## src/hw/rtl/rtad_pkg.sv

```systemverilog
// Shared types and constants of the range trie address decoder.
package rtad_pkg;

    // Node memory size and the bound on the number of nodes one walk may visit.
    localparam int TREE_DEPTH   = 4096;
    localparam int MAX_STEPS    = 64;
    localparam int ADDR_W       = $clog2(TREE_DEPTH);
    localparam int STEP_W       = $clog2(MAX_STEPS + 1);

    // Field widths of the beats.
    localparam int NODE_INDEX_W = 12;
    localparam int WORD_W       = 32;
    localparam int LEAF_CODE_W  = 24;
    localparam int TYPE_CODE_W  = 6;
    localparam int ITEM_W       = 16;

    // A raw node index before wrapping: a child step reaches below
    // TREE_DEPTH + 64 and a skip index below 65536.
    localparam int RAW_W        = 17;

    // Depth of the queue between front and back.
    localparam int Q_DEPTH      = 2;
    localparam int Q_PTR_W      = $clog2(Q_DEPTH);
    localparam int Q_CNT_W      = $clog2(Q_DEPTH + 1);

    typedef enum logic [2:0] {
        ST_WRITTEN  = 3'd0,
        ST_NO_MATCH = 3'd1,
        ST_EMPTY    = 3'd2,
        ST_REFUSED  = 3'd3,
        ST_FUNC     = 3'd4,
        ST_DATA     = 3'd5,
        ST_LIMIT    = 3'd6
    } status_t;

    // One classified item as it waits in the queue.
    typedef struct packed {
        logic                    lookup;
        logic                    wr_en;
        logic [NODE_INDEX_W-1:0] index;
        logic [WORD_W-1:0]       data;
        logic                    set_req;
    } item_t;

endpackage

```

## src/hw/rtl/rtad_front.sv

```systemverilog
// Front end: takes input beats, classifies them and pushes them into the queue.
module rtad_front (
    input  logic                              item_valid,
    output logic                              item_ready,
    input  logic                              kind,
    input  logic [rtad_pkg::NODE_INDEX_W-1:0] node_index,
    input  logic [rtad_pkg::WORD_W-1:0]       node_word,
    input  logic [rtad_pkg::WORD_W-1:0]       address,
    input  logic                              set_request,
    input  logic                              q_full,
    output logic                              q_push,
    output rtad_pkg::item_t                   q_item
);
    import rtad_pkg::*;

    localparam int CMP_W = (NODE_INDEX_W > ADDR_W ? NODE_INDEX_W : ADDR_W) + 1;

    logic index_in_range;

    // A write beyond the end of the node memory is still answered, but stores nothing.
    assign index_in_range = CMP_W'(node_index) < CMP_W'(TREE_DEPTH);

    assign item_ready = !q_full;
    assign q_push     = item_valid && !q_full;

    always_comb
    begin
        q_item.lookup  = kind;
        q_item.wr_en   = !kind && index_in_range;
        q_item.index   = node_index;
        q_item.data    = kind ? address : node_word;
        q_item.set_req = set_request;
    end

endmodule

```

## config.mk

```make
export PLATFORM = sky130hd
export DESIGN_NAME = rtad_front
export DESIGN_NICKNAME = d
export VERILOG_FILES = /design/src/hw/rtl/rtad_pkg.sv /design/src/hw/rtl/rtad_front.sv
export SDC_FILE = /design/constraint.sdc
export NUM_CORES = 1
export LEC_CHECK = 0
export ABC_AREA = 1
export BUFFER_PORTS_ARGS = -buffer_cell sky130_fd_sc_hd__buf_2
export CAP_MARGIN = 30
export CORE_UTILIZATION = 25
export DETAILED_ROUTE_END_ITERATION = 10
export PLACE_DENSITY = 0.91
export SLEW_MARGIN = 15
export SYNTH_ARGS = -nofsm -noshare
export SYNTH_HDL_FRONTEND = slang
export SYNTH_SLANG_ARGS = --single-unit
```

## constraint.sdc

```tcl
create_clock -name vclk -period 0.9
set_input_delay 0.18 -clock vclk [all_inputs]
set_output_delay 0.18 -clock vclk [all_outputs]
set_load 0.05 [all_outputs]
```

==> impl_metrics.json <==
{
  "total_power_mw": 1.54,
  "drv_slew": 0,
  "place_congestion": 0.771,
  "fin_nets": 291,
  "syn_avg_cell_area_um2": 5.05,
  "vias": 1224,
  "io_buffers": 103,
  "yosysSeqAreaShare_pct": 0,
  "overflow": 0,
  "num-clock-buffers": 0,
  "die_y_um": 51.4,
  "crit_required_ns": 0.72,
  "period_needed_ns": 1.02,
  "cp_data_arrival_time_ns": 0.84,
  "cp-end-kind": "primary output",
  "outcome": "finished, violations left",
  "grt_pass1_vias": 1209,
  "die_w_um": 51.4,
  "wl_per_cell_um": 20.6,
  "p_leak_nw": 1.02,
  "seq_cell_count": 0,
  "period_share_pct": 114,
  "die_area_um2": 2640,
  "rows": 17,
  "hold_path.class": "primary input to primary output",
  "synth_top_area_share_pct": 52.3,
  "worstSetupPathType": "primary input to primary output",
  "maxCapViolCount": 0,
  "clock.fmax_mhz": 977,
  "insertedDiodeCount": 0,
  "worstMarginPinSlew_ns": 0.262,
  "rsz0062_at_grt": "yes",
  "ant_nets": 0,
  "syn2layout_area_growth_pct": 208,
  "drt_iter0_drc": 37,
  "synth_cell_types": 9,
  "grt_pass1_wl_um": 5950,
  "crit_fanout": 16,
  "synth_nets": 201,
  "grtUsageTotal_pct": 30.5,
  "crit_path_start_kind": "primary input",
  "design_area_um2": 1880,
  "yosysWarnings": 0,
  "yosysTopAreaCell": "nand2_1",
  "fin_ws_ns": -0.124,
  "core_um2": 2250,
  "synthTopCellsByArea": "nand2_1 52%, buf_4 17%, nand2_2 11%",
  "finalWirelength_um": 4890,
  "start_util_pct": 27.1,
  "setup_viol": 32,
  "drc_errors": 0,
  "dp_hpwl_um": 2190,
  "regArea_um2": 0,
  "antenna_found_initial": 0,
  "drive_above_1_share_pct": 87.1,
  "io_pins": 129,
  "syn_inst": 121,
  "dpl-instance-area_um2": 1280,
  "hold_viol_final": 0,
  "ir_drop_uv": 610,
  "syn_area_um2": 611,
  "relSlewSlack_pct": 82.6,
  "grt_max_degree": 18,
  "violations": "setup timing",
  "power_density_nw_per_um2": 821,
  "drtPass1Iterations": 4,
  "via_per_inst": 5.16
}
==> worst paths after layout <==
kind                     startpoint    endpoint  slack, ns  depth (start not counted)
worst max-delay path           kind  q_item[16]      -0.12                          5
worst min-delay path  node_index[1]  q_item[34]       0.36                          0
==> what timing repair did <==
action | CTS | global route
cloned | 2 | 2
buffers inserted | 0 | 0
hold buffers | 0 | 0
endpoints found under the setup margin | 34 | 32
endpoints found under the hold margin | 0 | 0
gates resized for setup | 132 | 21
pin swaps | 0 | 7
==> placed cells by master (no fill, tap or decap) <==
| master | netlist | final |
|---|---|---|
| clkbuf_16 | 0 | 2 |
| nand2_1 | 85 | 25 |
| inv_1 | 2 | 2 |
| buf_8 | 0 | 32 |
| inv_16 | 0 | 1 |
| buf_2 | 0 | 68 |
| nand2_8 | 0 | 7 |
| buf_16 | 0 | 2 |
| nor2_2 | 0 | 1 |
| inv_12 | 0 | 1 |
| nand2_2 | 11 | 28 |
| buf_4 | 14 | 2 |
| buf_12 | 1 | 2 |
| nand2_4 | 0 | 36 |
==> synthesized netlist by cell type <==
| cell type | n |
|---|---|
| buf_12 | 1 |
| buf_4 | 14 |
| buf_6 | 3 |
| clkbuf_8 | 3 |
| inv_1 | 2 |
| inv_8 | 1 |
| nand2_1 | 85 |
| nand2_2 | 11 |
| nor2_1 | 1 |
==> area by class of cell <==
class,instances,area (µm²)
repair buffers,108,981
multi-input cells,97,821
fillers,110,374
well taps,28,35.0
inverters,3,27.5
repair inverters,1,16.3
==> stage by stage <==
stage / std cells / utilization [%] / TNS (ns) / setup WS, ns / hold WS [ns]
global route: 237 / 83.4 / -2.78 / -0.131 / 0.360
floorplan: 121 / - / -0.299 / -0.0941 / 0.456
detailed placement: 233 / 56.7 / -9.37 / -0.319 / 0.360
global placement: 233 / 56.7 / -9.28 / -0.314 / 0.360
finish: 237 / 83.4 / -2.07 / -0.124 / 0.360
CTS: 235 / 78.3 / -1.53 / -0.0717 / 0.360
==> worst max-delay path, stage by stage <==
cell     delay, ns
buf_16        0.15
inv_12        0.13
nand2_1       0.13
nand2_4       0.09
buf_8         0.14
==> cells by family (layout without fill, tap and decap cells) <==
family,count (synthesis),in the layout,share of synthesized area (%)
simple gates,97,97,64.1
buf+inv,24,112,35.9
==> per-layer routing <==
layer | vias up | track usage (%) | wire, µm | part of all wire, %
met5 | - | 0 | 0 | 0
met3 | 30 | 8.93 | 532 | 11
met1 | 563 | 31.2 | 1670 | 34
met4 | 0 | 7.66 | 250 | 5.1
li1 | 518 | - | - | -
met2 | 113 | 58.9 | 2440 | 50
==> report_power, final <==
part / switching [mW] / internal, mW
registers: 0 / 0
logic: 0.917 / 0.627
clock network: 0 / 0
total: 0.917 / 0.627
Note: power is estimated with default switching activity, not from simulation.
