File: src/hw/rtl/rtad_pkg.sv
// Shared types and constants of the range trie address decoder.
package rtad_pkg;

    // Node memory size and the bound on the number of nodes one walk may visit.
    localparam int TREE_DEPTH   = 4096;
    localparam int MAX_STEPS    = 64;
    localparam int ADDR_W       = $clog2(TREE_DEPTH);
    localparam int STEP_W       = $clog2(MAX_STEPS + 1);

    // Field widths of the beats.
    localparam int NODE_INDEX_W = 12;
    localparam int WORD_W       = 32;
    localparam int LEAF_CODE_W  = 24;
    localparam int TYPE_CODE_W  = 6;
    localparam int ITEM_W       = 16;

    // A raw node index before wrapping: a child step reaches below
    // TREE_DEPTH + 64 and a skip index below 65536.
    localparam int RAW_W        = 17;

    // Depth of the queue between front and back.
    localparam int Q_DEPTH      = 2;
    localparam int Q_PTR_W      = $clog2(Q_DEPTH);
    localparam int Q_CNT_W      = $clog2(Q_DEPTH + 1);

    typedef enum logic [2:0] {
        ST_WRITTEN  = 3'd0,
        ST_NO_MATCH = 3'd1,
        ST_EMPTY    = 3'd2,
        ST_REFUSED  = 3'd3,
        ST_FUNC     = 3'd4,
        ST_DATA     = 3'd5,
        ST_LIMIT    = 3'd6
    } status_t;

    // One classified item as it waits in the queue.
    typedef struct packed {
        logic                    lookup;
        logic                    wr_en;
        logic [NODE_INDEX_W-1:0] index;
        logic [WORD_W-1:0]       data;
        logic                    set_req;
    } item_t;

endpackage

File: src/hw/rtl/rtad_queue.sv
// Short first-in first-out queue of classified items between front and back.
module rtad_queue (
    input  logic            clk,
    input  logic            rst_n,
    input  logic            push,
    input  rtad_pkg::item_t push_item,
    output logic            full,
    input  logic            pop,
    output logic            not_empty,
    output rtad_pkg::item_t head_item
);
    import rtad_pkg::*;

    item_t              slot_reg [Q_DEPTH];
    logic [Q_PTR_W-1:0] wr_ptr_reg;
    logic [Q_PTR_W-1:0] wr_ptr_next;
    logic [Q_PTR_W-1:0] rd_ptr_reg;
    logic [Q_PTR_W-1:0] rd_ptr_next;
    logic [Q_CNT_W-1:0] count_reg;
    logic [Q_CNT_W-1:0] count_next;
    logic               do_push;
    logic               do_pop;

    assign full      = count_reg == Q_CNT_W'(Q_DEPTH);
    assign not_empty = count_reg != '0;
    assign head_item = slot_reg[rd_ptr_reg];
    assign do_push   = push && !full;
    assign do_pop    = pop && not_empty;

    always_comb
    begin
        wr_ptr_next = wr_ptr_reg;
        rd_ptr_next = rd_ptr_reg;
        count_next  = count_reg;
        if (do_push)
        begin
            wr_ptr_next = (wr_ptr_reg == Q_PTR_W'(Q_DEPTH - 1)) ? '0 : wr_ptr_reg + 1'b1;
        end
        if (do_pop)
        begin
            rd_ptr_next = (rd_ptr_reg == Q_PTR_W'(Q_DEPTH - 1)) ? '0 : rd_ptr_reg + 1'b1;
        end
        if (do_push && !do_pop)
        begin
            count_next = count_reg + 1'b1;
        end
        else if (do_pop && !do_push)
        begin
            count_next = count_reg - 1'b1;
        end
    end

    always_ff @(posedge clk or negedge rst_n)
    begin
        if (!rst_n)
        begin
            wr_ptr_reg <= '0;
            rd_ptr_reg <= '0;
            count_reg  <= '0;
        end
        else
        begin
            wr_ptr_reg <= wr_ptr_next;
            rd_ptr_reg <= rd_ptr_next;
            count_reg  <= count_next;
        end
    end

    always_ff @(posedge clk)
    begin
        if (do_push)
        begin
            slot_reg[wr_ptr_reg] <= push_item;
        end
    end

endmodule

File: config.mk
export PLATFORM = sky130hd
export DESIGN_NAME = rtad_queue
export DESIGN_NICKNAME = d
export VERILOG_FILES = /design/src/hw/rtl/rtad_pkg.sv /design/src/hw/rtl/rtad_queue.sv
export SDC_FILE = /design/constraint.sdc
export NUM_CORES = 1
export LEC_CHECK = 0
export BUFFER_PORTS_ARGS = -buffer_cell sky130_fd_sc_hd__buf_2
export CAP_MARGIN = 10
export CELL_PAD_IN_SITES_DETAIL_PLACEMENT = 1
export CELL_PAD_IN_SITES_GLOBAL_PLACEMENT = 1
export CORE_MARGIN = 5
export CORE_UTILIZATION = 44
export CTS_CLUSTER_DIAMETER = 120
export DETAILED_ROUTE_END_ITERATION = 8
export PLACE_DENSITY = 0.86
export SLEW_MARGIN = 20
export SYNTH_ARGS = -nofsm -noshare
export SYNTH_HDL_FRONTEND = slang
export SYNTH_SLANG_ARGS = --single-unit
File: constraint.sdc
create_clock -name clk -period 4.2 [get_ports clk]
set_clock_uncertainty 0.15 [all_clocks]
set_input_delay 0.21 -clock clk [delete_from_list [all_inputs] [get_ports clk]]
set_output_delay 0.21 -clock clk [all_outputs]
set_load 0.01 [all_outputs]
==> impl_metrics.ini <==
[yosys]
synthesis.nets = 217
synth_seq_cells = 98
synth.avg_cell_area_um2 = 22.2
synth_cells = 165
synth_cell_types = 15
synth_warnings = 0
ys_seq_area_share_pct = 79.7
synth_area_um2 = 3670

[routing]
vias = 1998
drtIter0Drc = 42
maxUsedRoutingLayer = met4
wl_met3_um = 480
route.met2.wl_um = 4080
drcViolationCount = 0
dr.pass1.iters = 4
postRouteWirelength_um = 7180
avgRoutedWirePerCell_um = 16.7
vias_per_cell = 4.64
ant_nets = 0
met1Wirelength_um = 2560

[place]
numPortBuffers = 99
gp_congestion = 0.683
dp_hpwl_um = 4490

[final_layout]
largest_reg_flops = 94
multi_input_area_um2 = 707
regArea_um2 = 2920
layout-drive-gt1-share_pct = 50.6
final_nets = 373
final_cell_mix = buf_2 (99), edfxtp_1 (94), dlygate4sd3_1 (49)
fill_cells = 755
final_common_cell = buf_2
diodes = 0
area_delta_synth_final_pct = 34.7

[clock_tree]
clk_transition_reported_paths_ns = 0.09
root_buffer = clkbuf_8
clock-sinks = 98
cts-htree-levels = 3
post-cts-setup-buffer-count = 0
insertion_delay_ns = 0.34
cts-buffers-inserted = 9
cts_tree = yes
clock_tree.buffer_depth = 2
cts_resized = 0

[power]
ir_worst_vdd_mv = 0.357
clkPwrFrac_pct = 17.4
p_int_w = 0.00206
switchingPower_w = 0.000897
pwr-share-seq_pct = 49.7
netSwitchingFraction_pct = 30.4
leakagePower_nw = 1.93
combinationalPowerShare_pct = 32.9
finalPower_w = 0.00295
power.density_nw_per_um2 = 598

[floorplanning]
dieArea_um2 = 10300
io_pins = 100
row_count = 33
core_um2 = 8180
die_y_um = 101
start_util_pct = 44.9
fp.dieW_um = 101

[global_route]
grt_antenna_before_repair = 0
grt_start_max_net_pins = 48
gr-total-overflow = 0
grt_pass1_wl_um = 11400
grt_util_all_layers_pct = 15.0
grt_pass1_vias = 2371

[critical_path]
critPathCaptureType = output pin
cp_max_fo = 30
critical_path_class = flop to output pin
worstPathRequired_ns = 3.84
r2r_slack_ns = 1.93
worstPathArrival_ns = 2.23
start_kind = flop

[timing]
finalCritPeriodShare_pct = 61.6
finalSetupViolCount = 0
worst_pin_slew_ns = 0.792
finalCriticalPeriod_ns = 2.59
rsz0062_at_grt = false
maxSlewViolCount = 0
tns_ns = 0
hold_violations = 0
relSlewSlack_pct = 47.2
max_freq_mhz = 387

[status]
status = completed

[run]
max_cap_viol_count = 0

[min_path]
worstHoldPathType = primary input to async pin
[power by group through the flow]
stage / Sequential [W] / Combinational, W / Clock (W)
detailed placement: 0.00150 / 0.000941 / 0
floorplan: 0.00141 / 0.000690 / 0
global placement: 0.00148 / 0.000923 / 0
global route: 0.00149 / 0.00105 / 0.000585
CTS: 0.00148 / 0.000978 / 0.000532
finish: 0.00147 / 0.000970 / 0.000514
[synth_stat cells]
cell type / n / share of area [%]
mux2_2: 27 / 8.3
nor2_1: 2 / 0.20
and3_1: 1 / 0.17
xnor2_1: 3 / 0.72
buf_2: 2 / 0.27
ha_1: 1 / 0.34
edfxtp_1: 94 / 77
nand2b_1: 1 / 0.17
inv_1: 2 / 0.20
mux2_4: 20 / 8.2
or2_2: 1 / 0.17
dfrtp_1: 4 / 2.7
buf_6: 3 / 0.92
xor2_1: 2 / 0.48
nand2_1: 2 / 0.20
[path summary, 6_finish.rpt]
path / from / depth (start not counted) / to
min in group clk: push / 3 / wr_ptr_reg$_DFFE_PN0N_
hold / removal: rst_n / 2 / count_reg[0]$_DFFE_PN0P_
setup / recovery: rd_ptr_reg$_DFFE_PN0P_ / 3 / head_item[18]
hold reg to reg: count_reg[1]$_DFFE_PN0P_ / 1 / count_reg[1]$_DFFE_PN0P_
setup reg to reg: count_reg[0]$_DFFE_PN0P_ / 4 / slot_reg[0][34]$_DFFE_PP_
max in group asynchronous: rst_n / 2 / rd_ptr_reg$_DFFE_PN0P_
[critical path, stage by stage, from the launching register on]
cell,delay [ns]
dfrtp_2,0.90
buf_4,0.43
mux2_2,0.39
buf_2,0.15
[area by class of cell]
type,instances,share of cell area (%)
timing repair buffer,150,20.3
sequential,98,59.2
tap,105,2.66
clock buffer,9,2.51
inverter,2,0.152
clock inverter,7,0.912
multi-input combinational,60,14.3
[logic make-up after synthesis]
family | after synthesis | share of synthesized area, %
mux | 47 | 16.5
fa+ha+maj | 1 | 0.341
simple gates | 7 | 0.921
xor+xnor | 5 | 1.19
flops | 98 | 79.7
buf+inv | 7 | 1.40
[routing by layer]
metal / vias up / track usage (%)
li1: 949 / -
met1: 977 / 15.8
met2: 66 / 28.6
met3: 6 / 3.58
met4: 0 / 5.83
met5: - / 0
[metrics by stage]
step           hold WS, ns  setup WS (ns)  instance area, um^2  util (%)  cells
6_report            0.0578           1.61                 4940      60.4    431
3_5_place_dp        -0.126           1.92                 4280      52.3    366
2_1_floorplan       -0.236           1.00                 3670         -    165
3_3_place_gp        -0.127           1.97                 4280      52.3    366
5_1_grt             0.0491           1.50                 4940      60.4    431
4_1_cts             0.0375           1.56                 4940      60.4    431
[timing repair]
| action | CTS | global route |
|---|---|---|
| hold buffers | 49 | 0 |
| hold endpoints to repair | 99 | 0 |
| endpoints found under the setup margin | 0 | 0 |
(Power assumes the default switching activity.)
